### config.mk
export PLATFORM = sky130hd
export DESIGN_NAME = luma_threshold_row_detector
export DESIGN_NICKNAME = d
export VERILOG_FILES = /design/src/rtl/lthr_pkg.sv /design/src/rtl/luma_threshold_row_detector.sv /design/src/rtl/lthr_cfg.sv /design/src/rtl/lthr_tracker.sv
export SDC_FILE = /design/constraint.sdc
export NUM_CORES = 1
export LEC_CHECK = 0
export BUFFER_PORTS_ARGS = -buffer_cell sky130_fd_sc_hd__buf_2
export CORE_MARGIN = 5
export CORE_UTILIZATION = 55
export DETAILED_ROUTE_END_ITERATION = 16
export HOLD_SLACK_MARGIN = 0.03
export PLACE_DENSITY = 0.78
export SLEW_MARGIN = 20
export SYNTH_ARGS = -nofsm -noshare
export SYNTH_HDL_FRONTEND = slang
export SYNTH_SLANG_ARGS = --single-unit
### constraint.sdc
create_clock -name clk -period 4.55 [get_ports clk]
set_input_delay 0 -clock clk [delete_from_list [all_inputs] [get_ports clk]]
set_output_delay 0 -clock clk [all_outputs]
set_load 0.005 [all_outputs]
### src/rtl/lthr_pkg.sv
// ----------------------------------------------------------------------------
// lthr_pkg
// Shared types, constants and the luma function of the row detector.
// ----------------------------------------------------------------------------
package lthr_pkg;

  localparam int COUNT_BITS_DEF = 12;
  localparam int CFG_W          = 12;
  localparam int THR_W          = 8;
  localparam int PIX_W          = 8;
  localparam int LUMA_W         = 15;
  localparam int APB_DATA_W     = 32;
  localparam int APB_ADDR_W     = 4;

  localparam logic [CFG_W-1:0] IMAGE_WIDTH_RST = 12'd488;
  localparam logic [THR_W-1:0] DARK_THR_RST    = 8'd80;
  localparam logic [CFG_W-1:0] START_CNT_RST   = 12'd35;
  localparam logic [CFG_W-1:0] END_CNT_RST     = 12'd488;

  typedef enum logic [1:0] {
    REG_IMAGE_WIDTH    = 2'd0,
    REG_DARK_THRESHOLD = 2'd1,
    REG_START_COUNT    = 2'd2,
    REG_END_COUNT      = 2'd3
  } reg_index_t;

  typedef enum logic [1:0] {
    CLASS_LIGHT     = 2'd0,
    CLASS_DARK      = 2'd1,
    CLASS_AFTER_END = 2'd2
  } pixel_class_t;

  typedef struct packed {
    logic [CFG_W-1:0]  image_width;
    logic [LUMA_W-1:0] dark_limit;   // 100 * (dark_threshold + 1)
    logic [CFG_W-1:0]  start_count;
    logic [CFG_W-1:0]  end_count;
  } cfg_t;

  typedef struct packed {
    pixel_class_t      pixel_class;
    logic              start_found;
    logic              end_found;
    logic [CFG_W-1:0]  end_row;
  } result_t;

  // 30r + 59g + 11b as shift-adds
  function automatic logic [LUMA_W-1:0] luma100(input logic [PIX_W-1:0] r,
                                                input logic [PIX_W-1:0] g,
                                                input logic [PIX_W-1:0] b);
    logic [LUMA_W-1:0] rr, gg, bb;
    rr = LUMA_W'(r);
    gg = LUMA_W'(g);
    bb = LUMA_W'(b);
    return ((rr << 5) - (rr << 1))
         + ((gg << 6) - (gg << 2) - gg)
         + ((bb << 3) + (bb << 1) + bb);
  endfunction

  function automatic logic [LUMA_W-1:0] dark_limit(input logic [THR_W-1:0] thr);
    logic [LUMA_W-1:0] t;
    t = LUMA_W'(thr) + LUMA_W'(1);
    return (t << 6) + (t << 5) + (t << 2);
  endfunction

endpackage

### src/rtl/luma_threshold_row_detector.sv
// ----------------------------------------------------------------------------
// luma_threshold_row_detector
// Classes raster-order RGB pixels by luma and finds the start and end rows.
// ----------------------------------------------------------------------------
// Takes one pixel per clock and returns one result per pixel. Each pixel
// passes through the luma register and then the result register, which
// loads as the row counters and flags are updated. Throughput
// is one pixel per cycle while the output side keeps taking results; a stall
// at the output holds both stages and drops in_ready only when both are full.
// No clearing pass after reset. Configure only while the block is idle.
module luma_threshold_row_detector #(
  parameter int COUNT_BITS = lthr_pkg::COUNT_BITS_DEF
) (
  input  logic                              clk,
  input  logic                              rst_n,
  input  logic                              in_valid,
  output logic                              in_ready,
  input  logic [lthr_pkg::PIX_W-1:0]        in_red,
  input  logic [lthr_pkg::PIX_W-1:0]        in_green,
  input  logic [lthr_pkg::PIX_W-1:0]        in_blue,
  input  logic                              in_frame_start,
  output logic                              out_valid,
  input  logic                              out_ready,
  output logic [1:0]                        out_pixel_class,
  output logic                              out_start_found,
  output logic                              out_end_found,
  output logic [lthr_pkg::CFG_W-1:0]        out_end_row,
  input  logic                              psel,
  input  logic                              penable,
  input  logic                              pwrite,
  input  logic [lthr_pkg::APB_ADDR_W-1:0]   paddr,
  input  logic [lthr_pkg::APB_DATA_W-1:0]   pwdata,
  output logic [lthr_pkg::APB_DATA_W-1:0]   prdata,
  output logic                              pready
);
  import lthr_pkg::*;

  cfg_t    cfg;
  result_t result;

  logic              s1_valid_r;
  logic [LUMA_W-1:0] s1_luma_r;
  logic              s1_fs_r;
  logic              out_valid_r;
  result_t           out_r;
  logic              out_free;
  logic              s2_take;
  logic              in_take;

  lthr_cfg u_cfg (
    .clk     (clk),
    .rst_n   (rst_n),
    .psel    (psel),
    .penable (penable),
    .pwrite  (pwrite),
    .paddr   (paddr),
    .pwdata  (pwdata),
    .prdata  (prdata),
    .pready  (pready),
    .cfg     (cfg)
  );

  lthr_tracker #(
    .COUNT_BITS (COUNT_BITS)
  ) u_tracker (
    .clk         (clk),
    .rst_n       (rst_n),
    .fire        (s2_take),
    .luma        (s1_luma_r),
    .frame_start (s1_fs_r),
    .cfg         (cfg),
    .result      (result)
  );

  assign out_free = !out_valid_r || out_ready;
  assign s2_take  = s1_valid_r && out_free;
  assign in_ready = !s1_valid_r || out_free;
  assign in_take  = in_valid && in_ready;

  always_ff @(posedge clk) begin
    if (!rst_n) begin
      s1_valid_r <= 1'b0;
    end else if (in_ready) begin
      s1_valid_r <= in_valid;
    end
  end

  always_ff @(posedge clk) begin
    if (in_take) begin
      s1_luma_r <= luma100(in_red, in_green, in_blue);
      s1_fs_r   <= in_frame_start;
    end
  end

  always_ff @(posedge clk) begin
    if (!rst_n) begin
      out_valid_r <= 1'b0;
    end else if (out_free) begin
      out_valid_r <= s1_valid_r;
    end
  end

  // hold the result while the transaction is stalled
  always_ff @(posedge clk) begin
    if (s2_take) begin
      out_r <= result;
    end
  end

  assign out_valid       = out_valid_r;
  assign out_pixel_class = out_r.pixel_class;
  assign out_start_found = out_r.start_found;
  assign out_end_found   = out_r.end_found;
  assign out_end_row     = out_r.end_row;

endmodule

### src/rtl/lthr_cfg.sv
// ----------------------------------------------------------------------------
// lthr_cfg
// APB register file; keeps the dark limit precomputed from the threshold.
// ----------------------------------------------------------------------------
module lthr_cfg (
  input  logic                              clk,
  input  logic                              rst_n,
  input  logic                              psel,
  input  logic                              penable,
  input  logic                              pwrite,
  input  logic [lthr_pkg::APB_ADDR_W-1:0]   paddr,
  input  logic [lthr_pkg::APB_DATA_W-1:0]   pwdata,
  output logic [lthr_pkg::APB_DATA_W-1:0]   prdata,
  output logic                              pready,
  output lthr_pkg::cfg_t                    cfg
);
  import lthr_pkg::*;

  logic [CFG_W-1:0]  width_r;
  logic [THR_W-1:0]  thr_r;
  logic [LUMA_W-1:0] limit_r;
  logic [CFG_W-1:0]  start_r;
  logic [CFG_W-1:0]  end_r;
  logic [1:0]        idx;
  logic              wr_en;

  assign idx    = paddr[3:2];
  assign wr_en  = psel & penable & pwrite;
  assign pready = 1'b1;

  always_ff @(posedge clk) begin
    if (!rst_n) begin
      width_r <= IMAGE_WIDTH_RST;
      thr_r   <= DARK_THR_RST;
      limit_r <= dark_limit(DARK_THR_RST);
      start_r <= START_CNT_RST;
      end_r   <= END_CNT_RST;
    end else if (wr_en) begin
      case (idx)
        REG_IMAGE_WIDTH: width_r <= pwdata[CFG_W-1:0];
        REG_DARK_THRESHOLD: begin
          thr_r   <= pwdata[THR_W-1:0];
          limit_r <= dark_limit(pwdata[THR_W-1:0]);
        end
        REG_START_COUNT: start_r <= pwdata[CFG_W-1:0];
        REG_END_COUNT:   end_r   <= pwdata[CFG_W-1:0];
        default: ;
      endcase
    end
  end

  always_comb begin
    case (idx)
      REG_IMAGE_WIDTH:    prdata = APB_DATA_W'(width_r);
      REG_DARK_THRESHOLD: prdata = APB_DATA_W'(thr_r);
      REG_START_COUNT:    prdata = APB_DATA_W'(start_r);
      REG_END_COUNT:      prdata = APB_DATA_W'(end_r);
      default:            prdata = '0;
    endcase
  end

  assign cfg.image_width = width_r;
  assign cfg.dark_limit  = limit_r;
  assign cfg.start_count = start_r;
  assign cfg.end_count   = end_r;

endmodule

### src/rtl/lthr_tracker.sv
// ----------------------------------------------------------------------------
// lthr_tracker
// Column/row counters, light and dark run counters and the sticky flags.
// ----------------------------------------------------------------------------
module lthr_tracker #(
  parameter int COUNT_BITS = lthr_pkg::COUNT_BITS_DEF
) (
  input  logic                          clk,
  input  logic                          rst_n,
  input  logic                          fire,
  input  logic [lthr_pkg::LUMA_W-1:0]   luma,
  input  logic                          frame_start,
  input  lthr_pkg::cfg_t                cfg,
  output lthr_pkg::result_t             result
);
  import lthr_pkg::*;

  typedef logic [COUNT_BITS-1:0] cnt_t;

  cnt_t col_r, row_r, light_r, dark_r, found_r;
  logic start_r, end_r;

  cnt_t col0, row0, light0, dark0, found0;
  logic start0, end0;
  cnt_t col_inc, light_inc_v, dark_inc_v;
  cnt_t light1, dark1, found1;
  cnt_t col_nxt, row_nxt, light_nxt, dark_nxt;
  logic start1, end1;
  logic light_hit, dark_hit, row_end;
  pixel_class_t cls;

  always_comb begin
    // a frame start clears everything before the pixel is handled
    col0   = frame_start ? '0 : col_r;
    row0   = frame_start ? '0 : row_r;
    light0 = frame_start ? '0 : light_r;
    dark0  = frame_start ? '0 : dark_r;
    found0 = frame_start ? '0 : found_r;
    start0 = frame_start ? 1'b0 : start_r;
    end0   = frame_start ? 1'b0 : end_r;

    if (end0) begin
      cls = CLASS_AFTER_END;
    end else if (luma < cfg.dark_limit) begin
      cls = CLASS_DARK;
    end else begin
      cls = CLASS_LIGHT;
    end

    light_inc_v = light0 + cnt_t'(1);
    light_hit   = (cls == CLASS_LIGHT) && !start0;
    light1      = light_hit ? light_inc_v : light0;
    start1      = start0 | (light_hit && (light_inc_v == cnt_t'(cfg.start_count)));

    dark_inc_v = dark0 + cnt_t'(1);
    dark_hit   = (cls == CLASS_DARK) && start1;
    dark1      = dark_hit ? dark_inc_v : dark0;
    end1       = end0 | (dark_hit && (dark_inc_v == cnt_t'(cfg.end_count)));
    found1     = (!end0 && end1) ? row0 : found0;

    col_inc   = col0 + cnt_t'(1);
    row_end   = (col_inc == cnt_t'(cfg.image_width));
    col_nxt   = row_end ? '0 : col_inc;
    row_nxt   = row_end ? row0 + cnt_t'(1) : row0;
    light_nxt = (row_end && !start1) ? '0 : light1;
    dark_nxt  = (row_end && !end1) ? '0 : dark1;
  end

  always_ff @(posedge clk) begin
    if (!rst_n) begin
      col_r   <= '0;
      row_r   <= '0;
      light_r <= '0;
      dark_r  <= '0;
      found_r <= '0;
      start_r <= 1'b0;
      end_r   <= 1'b0;
    end else if (fire) begin
      col_r   <= col_nxt;
      row_r   <= row_nxt;
      light_r <= light_nxt;
      dark_r  <= dark_nxt;
      found_r <= found1;
      start_r <= start1;
      end_r   <= end1;
    end
  end

  assign result.pixel_class = cls;
  assign result.start_found = start1;
  assign result.end_found   = end1;
  assign result.end_row     = CFG_W'(found1);

endmodule

Word level (Yosys, flattened, before mapping)
Cells that the tools add are included.

Bits in registers: 155. Input port bits: 68. Output and inout bits: 51. Logic and storage cells: 86.

Add/sub/neg operators: 14. $lt $le $gt $ge: 1. Equality and inequality tests: 7. Multiplexer cells: 17. Bitwise gates (word level): 4. Reductions and logical operators: 23.

Operator list (number): $mux W12 (12); $pmux W32 S4 (1); $add A12 B1 Y12 const B (4); $add A15 B15 Y15 (3); $eq A12 B12 Y1 (3); $add A15 B13 Y15 (1); $lt A15 B15 Y1 (1); $sub A14 B10 Y15 (1); $sub A15 B8 Y15 (1); $sub A13 B9 Y14 (1); $add A12 B8 Y13 (1); $add A11 B9 Y12 (1); $add A8 B1 Y9 const B (1); $logic_and A1 B1 Y1 (9); $reduce_and A2 Y1 (4); $logic_not A1 Y1 (6); $eq A2 B1 Y1 const B (2); $eq A2 B2 Y1 const B (2); $logic_not A2 Y1 (2); $mux W1 (3); $and A1 B1 Y1 (2); $logic_or A1 B1 Y1 (2); $mux W2 (1); $or A1 B1 Y1 (2).

Logic depth before layout (Yosys ltp)
Depth after elaboration: 13. Mapped depth: 20. Depth with buffers taken out: 20.

By module
Synthesis repeated with hierarchy kept, for this count alone.

Cells, all modules: 1284. Area, all modules: 11432.2 sq um.

By module, submodules not included: lthr_tracker (times used 1, cells an instance 652, area each 5157.4 sq um, seq. area each 1241.2 sq um); lthr_cfg (times used 1, cells an instance 370, area each 3276.9 sq um, seq. area each 1141.1 sq um); luma_threshold_row_detector (times used 1, cells an instance 262, area each 2997.9 sq um, seq. area each 1001.0 sq um).

Least setup slack after synthesis
No wires, ideal clock.

Kind: in2reg. From: input port in_red[4] (netlist name). To: register s1_luma_r[14], data pin. Library setup time: 0.195 ns. Arrival time: 4.174 ns. Required time: 4.355 ns. Setup slack: 0.181 ns. Stages on the path: 19. Path buffers: 0. Cell sequence: inv_1 -> ha_1 -> a31o_2 -> a21o_1 -> a21oi_1 -> xnor2_1 -> fa_1 -> inv_1 -> fa_1 -> fa_1 -> inv_1 -> ha_1 -> ha_1 -> a21boi_0 -> o21ai_0 -> a21boi_0 -> o21ai_0 -> nand2_1 -> o311ai_0.

Word-level cells in the longest chain between the ends: 3.

RTL lines: from (decl) (RTL line luma_threshold_row_detector.sv:18) `input logic [lthr_pkg::PIX_W-1:0] in_red,`; $sub A13 B9 Y14 (RTL line lthr_pkg.sv:55) `return ((rr << 5) - (rr << 1))`; $add A15 B15 Y15 (RTL line lthr_pkg.sv:56) `+ ((gg << 6) - (gg << 2) - gg)`; $add A15 B13 Y15 (RTL line lthr_pkg.sv:57) `+ ((bb << 3) + (bb << 1) + bb);`; to (signal assigned) (RTL line luma_threshold_row_detector.sv:90) `s1_luma_r <= luma100(in_red, in_green, in_blue);`; to (decl) (RTL line luma_threshold_row_detector.sv:42) `logic [LUMA_W-1:0] s1_luma_r;`.

No other way between the ends. A chain may end at the register's enable or synchronous reset.

Final worst setup path
From: register s1_fs_r. To: register u_tracker.light_r[4].

Word-level cells in the longest chain between the ends: 9. Elaborated cells between the ends (all ways): 18. Classes of those cells: add/sub: 2; eq/ne: 2; mux: 7; bitwise: 1; reduce/logical: 6.

RTL lines: from (decl) (RTL line luma_threshold_row_detector.sv:43) `logic s1_fs_r;`; from (signal assigned) (RTL line luma_threshold_row_detector.sv:91) `s1_fs_r <= in_frame_start;`; parallel branches: the longest is 8 deep, another holds $add A12 B1 Y12; $mux W12 (*) (RTL line lthr_tracker.sv:65) `light_nxt = (row_end && !start1) ? '0 : light1;`; to (signal assigned) (RTL line lthr_tracker.sv:81) `light_r <= light_nxt;`; to (decl) (RTL line lthr_tracker.sv:20) `cnt_t col_r, row_r, light_r, dark_r, found_r;`.

Mark *: on every way between the ends.

==> summary.md <==
| Metric | Value |
|---|---|
| Status | `complete, no violations` |
| Fraction of layout instances using a drive strength above 1 | `12.7%` |
| Multiplexer area fraction after synthesis | `3.94%` |
| Setup crit start kind | `flop` |
| Simple-Gate Fraction of Synth Area | `20.1%` |
| Register area | `3320 sq um` |
| DRT Pass-1 Iters | `7` |
| Final antenna-violating net count | `0` |
| Antenna violations before repair | `0` |
| Largest net degree at the start of global routing | `62` |
| Crit. End Element | `flop` |
| Leak pwr | `0.00500 uW` |
| Vias in the first global route | `9317` |
| Clock-pin slew on the worst setup and hold paths | `70 ps` |
| YS warnings | `0` |
| Pre-CTS setup slack | `-357 ps` |
| CP Depth | `11` |
| Hold WS | `121 ps` |
| CTS Sinks | `151` |
| Post-Synth Adder-Cell Area | `14.4%` |
| DR vias | `9570` |
| Final Hold Fails | `0` |
| Routed wire length | `26.9 mm` |
| PD cells | `370 nW/um^2` |
| Buffers and inverters on the worst path | `1` |
| Fin. max-slew vios | `0` |
| CP Cell Sequence | `buf_4 > nor2b_1 > ha_1 > nand4_1 > or4_1 > a21oi_1 > xor2_1 > nor4_4 > nand3b_1 > o31ai_2 > o21ai_0` |
| Initial DRC Count | `682` |
| Most common cell after layout, fill and taps aside | `nand2_1` |
| Slowest cell on crit path | `nor4_4` |
| Clock Skews | `8.57 ps` |
| Mapped Avg Cell Area | `8.53 sq um` |
| Final setup viols | `0` |
| Syn Inst Count | `1300` |
| Min-Delay Path Class | `input pin to flop` |
| MaxCap Viol Count | `0` |
| H-tree level count | `4` |
| Distinct cell type count after synthesis | `81` |
| Data arrival, critical path | `4460 ps` |
| R2R Setup Slk | `380 ps` |
| CTS tree | `yes` |
| Compound-cell area share of the yosys netlist | `16.6%` |
| CP required | `4840 ps` |
| I/O pin count | `119` |
| Largest delay share family, worst path | `simple AND/OR/NAND/NOR gates` |
| Clock Path Buffers | `2` |
| CP Max Fanout | `15` |
| Power Total | `4540 uW` |
| Reg2reg start | `s1_fs_r` |
| Register area share after synthesis | `30.0%` |
| Post-DP HPWL | `19.6 mm` |
| GPL Wtd Cong | `0.931` |
| Slew headroom | `31.2%` |
| Crit path launch | `s1_fs_r` |
| Starting Density | `55.4%` |
| Non-Filler Instances | `1644` |
| Number of CTS-inserted buffers | `17` |
| DR WL/cell | `16.4 um` |
| First-pass GRT wire length | `44.7 mm` |
| Core ar. | `20000 sq um` |
| Final worst path period need | `4170 ps` |
| Final WS setup | `376 ps` |
| Share of the synthesized netlist area taken by xor and xnor gates | `5.96%` |
| Crit-path max cell delay | `730 ps` |
| Async SR Flop Fraction | `0%` |
| DIE WIDTH | `152 um` |
| Syn Std Cell Area | `11100 sq um` |
| Worst-Margin Slew | `1030 ps` |
| Buffers on Ports | `75` |
| Largest family of logic cells by synthesized area | `simple AND/OR/NAND/NOR gates` |
| Worst Reg-to-Reg Cells | `11` |
| Flops & latches, synth | `151` |
| # diodes | `0` |
| Worst r2r dst | `u_tracker.light_r[4]` |
| VDD IR max | `0.397 mV` |
| RSZ-0062 raised after global routing | `no` |
| Drt drc | `0` |
| Worst hold stages | `3` |
| Root Buffer | `clkbuf_16` |
| Post-layout net count | `1532` |
| DIE HEIGHT | `152 um` |
| Most used DFF post-synth | `dfxtp_1` |
| Multi-input logic area | `6850 sq um` |
| Cell Count Post-Placement | `1596` |
| Period utilisation layout | `91.7%` |
| Fillers | `1761` |
| GRT Residual Overflow | `0` |
| Number of synthesized flops with an enable pin | `30` |
| Worst setup path endpoint | `u_tracker.light_r[4]` |
| Worst-skew pair later-pin latency | `430 ps` |
| Vias per cell | `5.82` |
| Commonest non-fill, non-tap cells in the layout | `nand2_1 (165), inv_1 (129), dfxtp_1 (121)` |
| Die footprint | `23100 sq um` |
| Crit path kind | `flop to flop` |
| Row count | `52` |
| Global Route Usage Sum | `23.0%` |
| Max Fclk | `0.240 GHz` |
| Area delta synth->final | `10.8%` |
## stage by stage
step	area [sq um]	TNS (ps)	util, %
3_5_place_dp	11600	-618	57.7
6_report	12300	0	61.3
2_1_floorplan	11200	0	-
5_1_grt	12300	0	61.3
3_3_place_gp	11600	-160	57.7
4_1_cts	12300	0	61.3
## cell usage after synthesis, drive strengths merged (22+ instances only)
| library cell | count | area (sq um) |
|---|---|---|
| o21ai | 58 | 290 |
| fa | 41 | 821 |
| buf | 46 | 333 |
| nor3 | 31 | 160 |
| a21oi | 85 | 425 |
| xnor2 | 52 | 463 |
| nand2 | 167 | 637 |
| nand3 | 43 | 225 |
| inv | 130 | 488 |
| dfxtp | 121 | 2420 |
| clkbuf | 47 | 176 |
| ha | 62 | 776 |
| edfxtp | 30 | 901 |
| nor2 | 65 | 244 |
| nor2b | 22 | 138 |
## where the power goes
part / leakage [uW] / total [uW] / switching, uW / internal [uW]
logic: 0.00346 / 1590 / 852 / 739
registers: 0.00126 / 1560 / 37.2 / 1530
clock network: 0.000282 / 1390 / 619 / 770
total: 0.00500 / 4540 / 1510 / 3030
## kinds of logic after synthesis
family,after synthesis
fa+ha+maj,103
simple gates,434
compound gates,281
flops,151
buf+inv,223
other cells,2
mux,33
xor+xnor,73
## worst reg2reg max path: cells and delay by family (launching register included)
kind	cells	cell delay (ps)
buffers and inverters	1	240
flip-flops	1	490
adder cells (fa/ha/maj)	1	370
AO/OA/AOI/OAI	3	990
AND/OR/NAND/NOR	5	1800
XOR/XNOR	1	130
## repair_timing
action / CTS / global route
hold buffers: 16 / 0
setup endpoints to repair: 0 / 2
buffers inserted: 0 / 0
resized for setup: 0 / 5
endpoints found under the hold margin: 46 / 0
## per-layer routing
metal	vias to the layer above	share of wire [%]	GRT usage [%]	routed length, um
li1	4622	-	-	-
met5	-	0	0	0
met2	306	51	40.5	13700
met4	0	1.8	6.59	477
met1	4606	42	29.2	11400
met3	36	5.2	3.58	1400
## how the worst min path moves through the flow
stage / to / slack, ps / start
3_3_place_gp: s1_fs_r / 200 / in_frame_start
6_report: u_cfg.start_r[1] / 120 / rst_n
2_1_floorplan: s1_fs_r / 100 / in_frame_start
5_1_grt: u_cfg.width_r[6] / 120 / rst_n
4_1_cts: u_cfg.start_r[1] / 100 / rst_n
3_5_place_dp: s1_fs_r / 210 / in_frame_start
## flip-flops by register name, summed over array words and instances (netlist names), 2 cells and up
signal,cells
out_pixel_class,2
u_tracker.found_r,12
s1_luma_r,13
u_tracker.row_r,12
u_cfg.limit_r,13
out_end_row,12
u_cfg.width_r,12
u_tracker.light_r,12
u_tracker.col_r,12
u_cfg.thr_r,8
u_cfg.end_r,12
u_cfg.start_r,12
u_tracker.dark_r,12
## cell type report
class | instances | area share (%)
multi-input combinational | 945 | 55.7
sequential | 151 | 27.0
timing repair buffer | 116 | 5.88
inverter | 130 | 3.97
clock buffer | 18 | 3.49
tap | 270 | 2.75
clock inverter | 14 | 1.16
Power figures use the tool's default switching activity.
